File: config.mk
export PLATFORM = sky130hd
export DESIGN_NAME = utf8_overlap_text_chunker
export DESIGN_NICKNAME = d
export VERILOG_FILES = /design/src/hdl/uotc_pkg.sv /design/src/hdl/uotc_cell.sv /design/src/hdl/uotc_out_queue.sv /design/src/hdl/utf8_overlap_text_chunker.sv
export VERILOG_INCLUDE_DIRS = /design/src /design/src/hdl
export SDC_FILE = /design/constraint.sdc
export NUM_CORES = 2
export LEC_CHECK = 0
export BUFFER_PORTS_ARGS = -buffer_cell sky130_fd_sc_hd__buf_2
export CAP_MARGIN = 20
export CORE_ASPECT_RATIO = 1.1
export CORE_MARGIN = 2
export CORE_UTILIZATION = 65
export DETAILED_ROUTE_END_ITERATION = 16
export MAX_ROUTING_LAYER = met4
export PLACE_DENSITY = 0.79
export SYNTH_ARGS = -nofsm -noshare
export SYNTH_HDL_FRONTEND = slang
export SYNTH_HIERARCHICAL = 1
export SYNTH_SLANG_ARGS = --single-unit
File: constraint.sdc
create_clock -name clk -period 19.3 [get_ports clk]
set_input_delay 3.86 -clock clk [delete_from_list [all_inputs] [get_ports clk]]
set_output_delay 3.86 -clock clk [all_outputs]
set_load 0.05 [all_outputs]
File: src/hdl/utf8_overlap_text_chunker_defines.svh
// Assertion macros for the chunker. Each expects clk and rst in scope.
`ifndef UTF8_OVERLAP_TEXT_CHUNKER_DEFINES_SVH
`define UTF8_OVERLAP_TEXT_CHUNKER_DEFINES_SVH

`define UOTC_ASSERT_NOW(lbl, ante, cons) \
  lbl: assert property (@(posedge clk) disable iff (rst) (ante) |-> (cons)) \
    else $error("chunker assertion failed");

`define UOTC_ASSERT_NEXT(lbl, ante, cons) \
  lbl: assert property (@(posedge clk) disable iff (rst) (ante) |=> (cons)) \
    else $error("chunker assertion failed");

`endif

File: src/hdl/uotc_pkg.sv
package uotc_pkg;

  localparam int OPEN_WINDOWS = 8;
  localparam int CNT_W        = $clog2(OPEN_WINDOWS + 1);
  localparam int Q_DEPTH      = 4;
  localparam int Q_AW         = $clog2(Q_DEPTH);
  localparam int Q_CW         = $clog2(Q_DEPTH + 1);
  localparam int CFG_W        = 12;

  localparam logic [CFG_W-1:0] CHUNK_RESET   = 12'd512;
  localparam logic [CFG_W-1:0] OVERLAP_RESET = 12'd0;

  localparam logic [7:0] LEAD_MASK = 8'hC0;
  localparam logic [7:0] CONT_CODE = 8'h80;
  localparam logic [7:0] CH_SPACE  = 8'h20;
  localparam logic [7:0] CH_TAB    = 8'h09;
  localparam logic [7:0] CH_CR     = 8'h0D;
  localparam logic [7:0] CH_LF     = 8'h0A;

  typedef enum logic [0:0] {
    REG_CHUNK_CHARS   = 1'b0,
    REG_OVERLAP_CHARS = 1'b1
  } cfg_reg_t;

  typedef struct packed {
    logic        valid;
    logic        seen;
    logic [31:0] start_char;
    logic [31:0] first_off;
    logic [31:0] end_off;
  } slot_t;

  typedef struct packed {
    logic        en;
    logic        clear;
    logic        shift;
    logic        join_byte;
    logic [31:0] offset;
    logic [31:0] start_char;
  } cell_ctl_t;

  typedef struct packed {
    logic [31:0] chunk_number;
    logic [31:0] begin_offset;
    logic [31:0] end_offset;
    logic        final_chunk;
    logic        window_dropped;
    logic        last_in_run;
  } result_t;

  function automatic logic is_space(input logic [7:0] b);
    return b inside {CH_SPACE, CH_TAB, CH_CR, CH_LF};
  endfunction

endpackage

File: src/hdl/uotc_cell.sv
module uotc_cell (
  input  logic              clk,
  input  logic              rst,
  input  uotc_pkg::cell_ctl_t ctl,
  input  logic              open_here,
  input  uotc_pkg::slot_t   nbr,
  output uotc_pkg::slot_t   cur,
  output uotc_pkg::slot_t   upd
);

  always_comb begin
    upd = ctl.shift ? nbr : cur;
    if (open_here) begin
      upd.valid      = 1'b1;
      upd.seen       = 1'b0;
      upd.start_char = ctl.start_char;
      upd.first_off  = 32'd0;
      upd.end_off    = 32'd0;
    end
    if (ctl.join_byte && upd.valid) begin
      if (!upd.seen) begin
        upd.seen      = 1'b1;
        upd.first_off = ctl.offset;
      end
      upd.end_off = ctl.offset + 32'd1;
    end
  end

  always_ff @(posedge clk) begin
    if (rst) begin
      cur.valid <= 1'b0;
      cur.seen  <= 1'b0;
    end else if (ctl.en) begin
      cur <= upd;
      if (ctl.clear) begin
        cur.valid <= 1'b0;
        cur.seen  <= 1'b0;
      end
    end
  end

endmodule

File: src/hdl/uotc_out_queue.sv
module uotc_out_queue (
  input  logic              clk,
  input  logic              rst,
  input  logic              push_a,
  input  uotc_pkg::result_t rec_a,
  input  logic              push_b,
  input  uotc_pkg::result_t rec_b,
  output logic              room,
  output logic              out_valid,
  input  logic              out_ready,
  output uotc_pkg::result_t head,
  output logic [uotc_pkg::Q_CW-1:0] fill
);

  uotc_pkg::result_t              mem [uotc_pkg::Q_DEPTH];
  logic [uotc_pkg::Q_AW-1:0]      wr_ptr;
  logic [uotc_pkg::Q_AW-1:0]      rd_ptr;
  logic [uotc_pkg::Q_AW-1:0]      wr_b;
  logic                           pop;

  assign pop       = out_valid && out_ready;
  assign out_valid = fill != '0;
  assign head      = mem[rd_ptr];
  assign room      = fill <= uotc_pkg::Q_CW'(uotc_pkg::Q_DEPTH - 2);
  assign wr_b      = push_a ? wr_ptr + uotc_pkg::Q_AW'(1) : wr_ptr;

  always_ff @(posedge clk) begin
    if (push_a) begin
      mem[wr_ptr] <= rec_a;
    end
    if (push_b) begin
      mem[wr_b] <= rec_b;
    end
  end

  always_ff @(posedge clk) begin
    if (rst) begin
      wr_ptr <= '0;
      rd_ptr <= '0;
      fill   <= '0;
    end else begin
      wr_ptr <= wr_ptr + uotc_pkg::Q_AW'(push_a) + uotc_pkg::Q_AW'(push_b);
      if (pop) begin
        rd_ptr <= rd_ptr + uotc_pkg::Q_AW'(1);
      end
      fill <= fill + uotc_pkg::Q_CW'(push_a) + uotc_pkg::Q_CW'(push_b)
              - uotc_pkg::Q_CW'(pop);
    end
  end

endmodule

File: src/hdl/utf8_overlap_text_chunker.sv
// Splits a UTF-8 document, taken one byte per word, into overlapping windows of
// chunk_chars characters that advance by chunk_chars minus overlap_chars, and
// reports each non-empty window's trimmed byte range. A byte is taken every
// cycle while in_ready is high: a row of eight window cells, oldest first,
// updates in parallel and shifts to the head when the oldest window closes.
// Results are written to a four-word output queue with their byte; in_ready
// drops while the queue has fewer than two free places, so a byte that closes
// one window and ends the document (two words) finds room for both. More than
// eight windows open at once are dropped and reported through window_dropped.
`include "utf8_overlap_text_chunker_defines.svh"

module utf8_overlap_text_chunker (
  input  logic        clk,
  input  logic        rst,
  input  logic        cfg_valid,
  output logic        cfg_ready,
  input  logic [0:0]  cfg_index,
  input  logic [11:0] cfg_data,
  input  logic        in_valid,
  output logic        in_ready,
  input  logic [7:0]  text_byte,
  input  logic        end_of_document,
  output logic        out_valid,
  input  logic        out_ready,
  output logic [31:0] chunk_number,
  output logic [31:0] begin_offset,
  output logic [31:0] end_offset,
  output logic        final_chunk,
  output logic        window_dropped,
  output logic        last_in_run
);

  localparam int N = uotc_pkg::OPEN_WINDOWS;
  localparam int CW = uotc_pkg::CNT_W;

  logic [uotc_pkg::CFG_W-1:0] chunk_chars;
  logic [uotc_pkg::CFG_W-1:0] overlap_chars;
  logic [uotc_pkg::CFG_W-1:0] eff_chunk;
  logic [uotc_pkg::CFG_W-1:0] eff_overlap;
  logic [uotc_pkg::CFG_W-1:0] eff_step;

  logic [31:0] byte_offset;
  logic [31:0] char_count;
  logic [31:0] next_start;
  logic [31:0] emitted;
  logic [CW-1:0] win_count;
  logic        dropped;

  logic        accept;
  logic        lead;
  logic        close;
  logic        open_due;
  logic        open_ok;
  logic        drop;
  logic        dropped_next;
  logic        emit_a;
  logic        emit_b;
  logic [CW-1:0] count_after;
  logic        q_room;
  logic [uotc_pkg::Q_CW-1:0] q_fill;

  uotc_pkg::cell_ctl_t ctl;
  uotc_pkg::slot_t     cur [N];
  uotc_pkg::slot_t     upd [N];
  uotc_pkg::result_t   rec_a;
  uotc_pkg::result_t   rec_b;
  uotc_pkg::result_t   q_head;

  assign cfg_ready = 1'b1;

  always_ff @(posedge clk) begin
    if (rst) begin
      chunk_chars   <= uotc_pkg::CHUNK_RESET;
      overlap_chars <= uotc_pkg::OVERLAP_RESET;
    end else if (cfg_valid && cfg_ready) begin
      case (cfg_index)
        uotc_pkg::REG_CHUNK_CHARS:   chunk_chars   <= cfg_data;
        uotc_pkg::REG_OVERLAP_CHARS: overlap_chars <= cfg_data;
        default: ;
      endcase
    end
  end

  always_comb begin
    eff_chunk   = (chunk_chars == '0) ? uotc_pkg::CFG_W'(1) : chunk_chars;
    eff_overlap = (overlap_chars >= eff_chunk) ? eff_chunk - uotc_pkg::CFG_W'(1)
                                               : overlap_chars;
    eff_step    = eff_chunk - eff_overlap;
  end

  assign in_ready = q_room;
  assign accept   = in_valid && in_ready;

  always_comb begin
    lead        = (text_byte & uotc_pkg::LEAD_MASK) != uotc_pkg::CONT_CODE;
    close       = lead && cur[0].valid
                  && ((cur[0].start_char + 32'(eff_chunk)) == char_count);
    emit_a      = close && cur[0].seen;
    count_after = win_count - CW'(close);
    open_due    = lead && (char_count == next_start);
    open_ok     = open_due && (count_after < CW'(N));
    drop        = open_due && !open_ok;
    dropped_next = dropped || drop;
  end

  always_comb begin
    ctl.en         = accept;
    ctl.clear      = end_of_document;
    ctl.shift      = close;
    ctl.join_byte  = !uotc_pkg::is_space(text_byte);
    ctl.offset     = byte_offset;
    ctl.start_char = char_count;
  end

  for (genvar i = 0; i < N; i++) begin : g_cell
    uotc_pkg::slot_t nbr;
    if (i == N - 1) begin : g_tail
      assign nbr = '0;
    end else begin : g_link
      assign nbr = cur[i+1];
    end
    uotc_cell u_cell (
      .clk       (clk),
      .rst       (rst),
      .ctl       (ctl),
      .open_here (open_ok && (count_after == CW'(i))),
      .nbr       (nbr),
      .cur       (cur[i]),
      .upd       (upd[i])
    );
  end

  assign emit_b = end_of_document && upd[0].valid && upd[0].seen;

  always_comb begin
    rec_a.chunk_number   = emitted;
    rec_a.begin_offset   = cur[0].first_off;
    rec_a.end_offset     = cur[0].end_off;
    rec_a.final_chunk    = 1'b0;
    rec_a.window_dropped = dropped;
    rec_a.last_in_run    = !emit_b;
    rec_b.chunk_number   = emitted + 32'(emit_a);
    rec_b.begin_offset   = upd[0].first_off;
    rec_b.end_offset     = upd[0].end_off;
    rec_b.final_chunk    = 1'b1;
    rec_b.window_dropped = dropped_next;
    rec_b.last_in_run    = 1'b1;
  end

  always_ff @(posedge clk) begin
    if (rst) begin
      byte_offset <= '0;
      char_count  <= '0;
      next_start  <= '0;
      emitted     <= '0;
      win_count   <= '0;
      dropped     <= 1'b0;
    end else if (accept) begin
      if (end_of_document) begin
        byte_offset <= '0;
        char_count  <= '0;
        next_start  <= '0;
        emitted     <= '0;
        win_count   <= '0;
        dropped     <= 1'b0;
      end else begin
        byte_offset <= byte_offset + 32'd1;
        char_count  <= char_count + 32'(lead);
        if (open_due) begin
          next_start <= char_count + 32'(eff_step);
        end
        emitted   <= emitted + 32'(emit_a);
        win_count <= count_after + CW'(open_ok);
        dropped   <= dropped_next;
      end
    end
  end

  uotc_out_queue u_queue (
    .clk       (clk),
    .rst       (rst),
    .push_a    (accept && emit_a),
    .rec_a     (rec_a),
    .push_b    (accept && emit_b),
    .rec_b     (rec_b),
    .room      (q_room),
    .out_valid (out_valid),
    .out_ready (out_ready),
    .head      (q_head),
    .fill      (q_fill)
  );

  assign chunk_number   = q_head.chunk_number;
  assign begin_offset   = q_head.begin_offset;
  assign end_offset     = q_head.end_offset;
  assign final_chunk    = q_head.final_chunk;
  assign window_dropped = q_head.window_dropped;
  assign last_in_run    = q_head.last_in_run;

  `UOTC_ASSERT_NOW(a_count_bound, 1'b1, win_count <= CW'(N))
  `UOTC_ASSERT_NEXT(a_doc_end_clears, accept && end_of_document,
                    win_count == '0 && char_count == '0 && !cur[0].valid)
  `UOTC_ASSERT_NOW(a_pair_queued, out_valid && !last_in_run,
                   q_fill >= uotc_pkg::Q_CW'(2))
  `UOTC_ASSERT_NOW(a_drop_when_full, $rose(dropped), $past(win_count) == CW'(N))

endmodule
# Word level (Yosys, flattened, before mapping)
# Memory sizes are Yosys's and may differ from the RTL's. A register that Yosys moved wholly into a read port is not among the register bits.
# Cells that the tools add are included.
dict set report op_classes {
  eq_ne 14
  n_reduce_logical 71
  n_lt_le_gt_ge 3
  bitwise_logic 2
  mux 64
  add_sub_neg 16
}
# cell count
set ops {}
lappend ops {{$mux 98} 16}
lappend ops {{$mux 64} 8}
lappend ops {{$mux 32} 13}
lappend ops {{$add 32x1->32} 2}
lappend ops {{$add 32x12->32} 2}
lappend ops {{$eq 32x32->1} 2}
lappend ops {{$reduce_and 3->1} 15}
lappend ops {{$add 32x1->32 const B} 1}
lappend ops {{$logic_and 1x1->1} 28}
lappend ops {{$eq 8x4->1 const B} 3}
lappend ops {{$mux 12} 2}
lappend ops {{$reduce_bool 3->1} 8}
lappend ops {{$mux 2} 11}
lappend ops {{$reduce_bool 2->1} 9}
lappend ops {{$eq 4x3->1 const B} 4}
lappend ops {{$mux 1} 13}
lappend ops {{$ge 12x12->1} 1}
lappend ops {{$logic_not 12->1} 1}
lappend ops {{$sub 12x1->12 const B} 1}
lappend ops {{$sub 12x12->12} 1}
lappend ops {{$eq 4x2->1 const B} 2}
lappend ops {{$eq 8x6->1 const B} 1}
lappend ops {{$reduce_and 2->1} 4}
lappend ops {{$add 3x1->3} 2}
lappend ops {{15 further kinds} 20}
dict set report word_totals {
  elab_cells 222
  memories 1
  reg_bits 948
  output_inout_bits 102
  ramBits 396
  in_bits 27
}
# memory depth word_bits rd rd_clocked_by_memory_dff wr line_no
set mem_list {}
lappend mem_list {u_queue.mem 4 99 1 1 2 uotc_out_queue.sv:15} ;# uotc_pkg::result_t mem [uotc_pkg::Q_DEPTH];

# Depth between registers and ports, before layout
dict set report logic_depth {
  ltp_word 16
  mapped_depth 36
  depth_no_buf 34
}

# Cells and area by module
# The synthesis kept the hierarchy.
# module cells_per_inst area_per_inst_um2 instances seq_area_each_um2
set by_module_without_submodules {}
lappend by_module_without_submodules {uotc_cell 528 5929.4 8 2922.8}
lappend by_module_without_submodules {uotc_out_queue 1016 19713.9 1 12071.6}
lappend by_module_without_submodules {utf8_overlap_text_chunker 1444 10923.0 1 3143.0}

# Worst setup path after synthesis
# OpenSTA, ideal clock, no wires.
dict set report synth_timing {
  path_type {input to register}
  start {input port text_byte[6]}
  end {memory u_queue/mem[1][0] (netlist bit), enable pin}
  t_required_ns 18.380
  stages 22
  setup_ns 0.920
  path_buffers 2
  slack_ns 8.471
  arrival_time_ns 9.909
  path_cell_list {nand2b_1 -> nand4_1 -> a211oi_1 -> nand3_1 -> or4b_1 -> a2111oi_0 -> o2111ai_1 -> nor2_1 -> ha_1 -> ha_1 -> xor2_1 -> or2_2 -> nor2_1 -> o31ai_4 -> o21ai_0 -> nand3_1 -> nor2_1 -> and4bb_2 -> a41oi_1 -> buf_4 -> buf_6 -> nand2_1}
}
# item line_no
set synth_rtl {}
lappend synth_rtl {{from (decl)} utf8_overlap_text_chunker.sv:21} ;# input logic [7:0] text_byte,
lappend synth_rtl {{to (decl)} uotc_out_queue.sv:15}

==> results_dict.tcl <==
set metrics [dict create \
    outcome "finished, final reports clean" \
    antenna_found_initial 1 \
    cts_max_level 4 \
    grt_max_degree 168 \
    fin_setup_tns_ps 0 \
    fin_nets 6811 \
    hold_ws_ps 455 \
    ir_drop_mv 0.118 \
    grt_use_total_pct 32.6 \
    critical_path_class "primary input to register" \
    clock_path_buffers 3 \
    finClkSkew_ps 29.0 \
    clockRootBuffer "clkbuf_16" \
    p_comb_share_pct 23.7 \
    postSynthCellCount 6677 \
    cts_sinks 1346 \
    routed_wl_um 199000 \
    grt_first_pass_wirelength_um 307000 \
    ant_nets 0 \
    max_cap_viol_count 0 \
    routabilityCongestion 0.915 \
    grt_pass1_vias 52733 \
    detail_route.wl_per_cell_um 23.8 \
    powerDensity_nw_per_um2 101 \
    clockPowerShare_pct 32.1 \
    swShare_pct 31.7 \
    postCtsSetupBuffers 0 \
    cts_buffers 143 \
    cts.hold.buffers_added 0 \
    utilization_pct 70.7 \
    min_path_type "register to register" \
    finalCritPeriodShare_pct 59.0 \
    chipWidth_um 334 \
    rsz0062_at_grt "no" \
    fmax_mhz 87.9 \
    fillerInstances 8121 \
    finalSetupViolCount 0 \
    area_delta_synth_final_pct 8.15 \
    io_buffer_count 127 \
    r2r_setup_slack_ps 8500 \
    cp.arrival_ps 11900 \
    cp-start-kind "primary input" \
    vias_per_cell 6.60 \
    finalWorstSetupSlack_ps 7920 \
    dpl.hpwl_um 120000 \
    cts_resized 0 \
    ys_warn_count 6 \
    seqPwrFrac_pct 44.2 \
    p_leak_nw 26.9 \
    cp-end-kind "register" \
    cp.required_ps 19820 \
    rows 133 \
    gr-total-overflow 0 \
    clkTransAtPathRegs_ps 60 \
    cts_tree "yes" \
    hold_viol 0 \
    crit_path_max_fanout 67 \
    dr_total_vias 55261 \
    syn_area_um2 78000 \
    max_slew.worst_pin.slew_ps 1260 \
    drive_gt1_share_pct 22.1 \
    total_power_w 0.00856 \
    ios 129 \
    maxSlewViolCount 0 \
    core_area_um2 119000 \
    intPower_w 0.00585 \
    fin_crit_ps 11380 \
    worstSkewPairLatency_ps 780 \
    pre_cts_ws_ps 7260 \
    initial_core_util_pct 65.4 \
    drtPass1Iterations 6 \
    max-slew-margin-rel_pct 16.0 \
    drc_errors 0 \
    avgSynthCellArea_um2 11.7 \
    dieArea_um2 123000 \
    power.net_switching_w 0.00271 \
    drt-initial-drc-count 6696 \
    dieHeight_um 367 \
]
-- power by group through the flow --
stage,Combinational [W],Sequential (W),Clock [W]
CTS,0.00200,0.00378,0.00277
finish,0.00203,0.00378,0.00274
floorplan,0.00154,0.00377,0
detailed placement,0.00199,0.00383,0
global route,0.00217,0.00381,0.00288
global placement,0.00193,0.00382,0
-- critical path: stages --
cell and delay (ps):
buf_2 80, nand2b_1 300, nand4_1 170, a211oi_1 260
nand3_1 100, or4b_1 520, a2111oi_0 510, o2111ai_1 470
nor2_4 320, ha_1 210, nand2_1 60, xnor2_1 160
inv_1 80, and2_1 170, nand2_1 230, nor2_4 210
buf_4 540, nor3_1 220, inv_1 100, nand3_1 160
nor2_1 570, nand2_1 310, o31ai_4 290, buf_4 600
buf_4 860, mux2_2 420
-- area by class of cell --
type                            instances  area (um^2)  share of cell area, %
Multi-Input combinational cell       4892        37300                   44.2
Inverter                               76          285                  0.338
Clock inverter                         74          648                  0.768
Timing Repair Buffer                  245         1610                   1.90
Antenna cell                            2         5.00                0.00593
Clock buffer                          184         3960                   4.69
Sequential cell                      1346        38600                   45.8
Tap cell                             1552         1940                   2.30
-- worst paths after layout --
| check | from | endpoint | cells past startpoint |
|---|---|---|---|
| setup reg to reg | chunk_chars[5]$_SDFFE_PP0P_ | u_queue/mem[2][34]$_DFFE_PP_ | 33 |
| hold / removal | overlap_chars[0]$_SDFFE_PP0P_ | overlap_chars[0]$_SDFFE_PP0P_ | 2 |
| setup / recovery | text_byte[6] | u_queue/mem[2][34]$_DFFE_PP_ | 26 |
| hold reg to reg | overlap_chars[0]$_SDFFE_PP0P_ | overlap_chars[0]$_SDFFE_PP0P_ | 2 |
-- per-layer routing --
metal	track usage, %	part of all wire [%]	wire [um]	vias to the layer above
met5	-	0	0	-
met4	9.34	2.2	4450	0
met3	3.93	9.6	19100	326
met2	48.5	46	90700	2860
met1	47.4	43	85000	27102
li1	-	-	-	24973
-- metrics by stage --
stage,area (um^2),instances
2_1_floorplan,78500,6786
3_3_place_gp,79700,8108
3_5_place_dp,79700,8108
4_1_cts,84300,8366
5_1_grt,84400,8370
6_report,84400,8371
-- sequential cells by signal, summed over array words and instances (netlist names), named ones only --
| signal | flops |
|---|---|
| u_queue/rd_ptr | 2 |
| chunk_chars | 12 |
| u_queue/mem | 396 |
| overlap_chars | 12 |
| char_count | 32 |
| g_cell.u_cell/cur | 784 |
| u_queue/fill | 3 |
| u_queue/wr_ptr | 2 |
| emitted | 32 |
| byte_offset | 32 |
| dropped | 1 |
| next_start | 32 |
| win_count | 4 |
-- cell usage in the layout, fill, tap and decap left out, types with 29 or more instances in the layout --
cell	n
xnor2_1	176
nor3_1	61
ha_1	74
nand3_1	413
buf_2	126
conb_1	111
nor2_1	197
nand4_1	107
a21oi_1	117
inv_1	75
o31ai_1	42
clkinv_1	35
mux2i_1	540
mux4_2	99
nand2_1	769
mux2_2	634
o21ai_1	88
buf_4	113
o31ai_2	224
edfxtp_1	1164
and3_1	40
o21ai_0	500
dfxtp_1	164
or3_1	38
and2_1	29
clkbuf_16	148
xor2_1	267
and4_1	34
(Power assumes the default switching activity.)
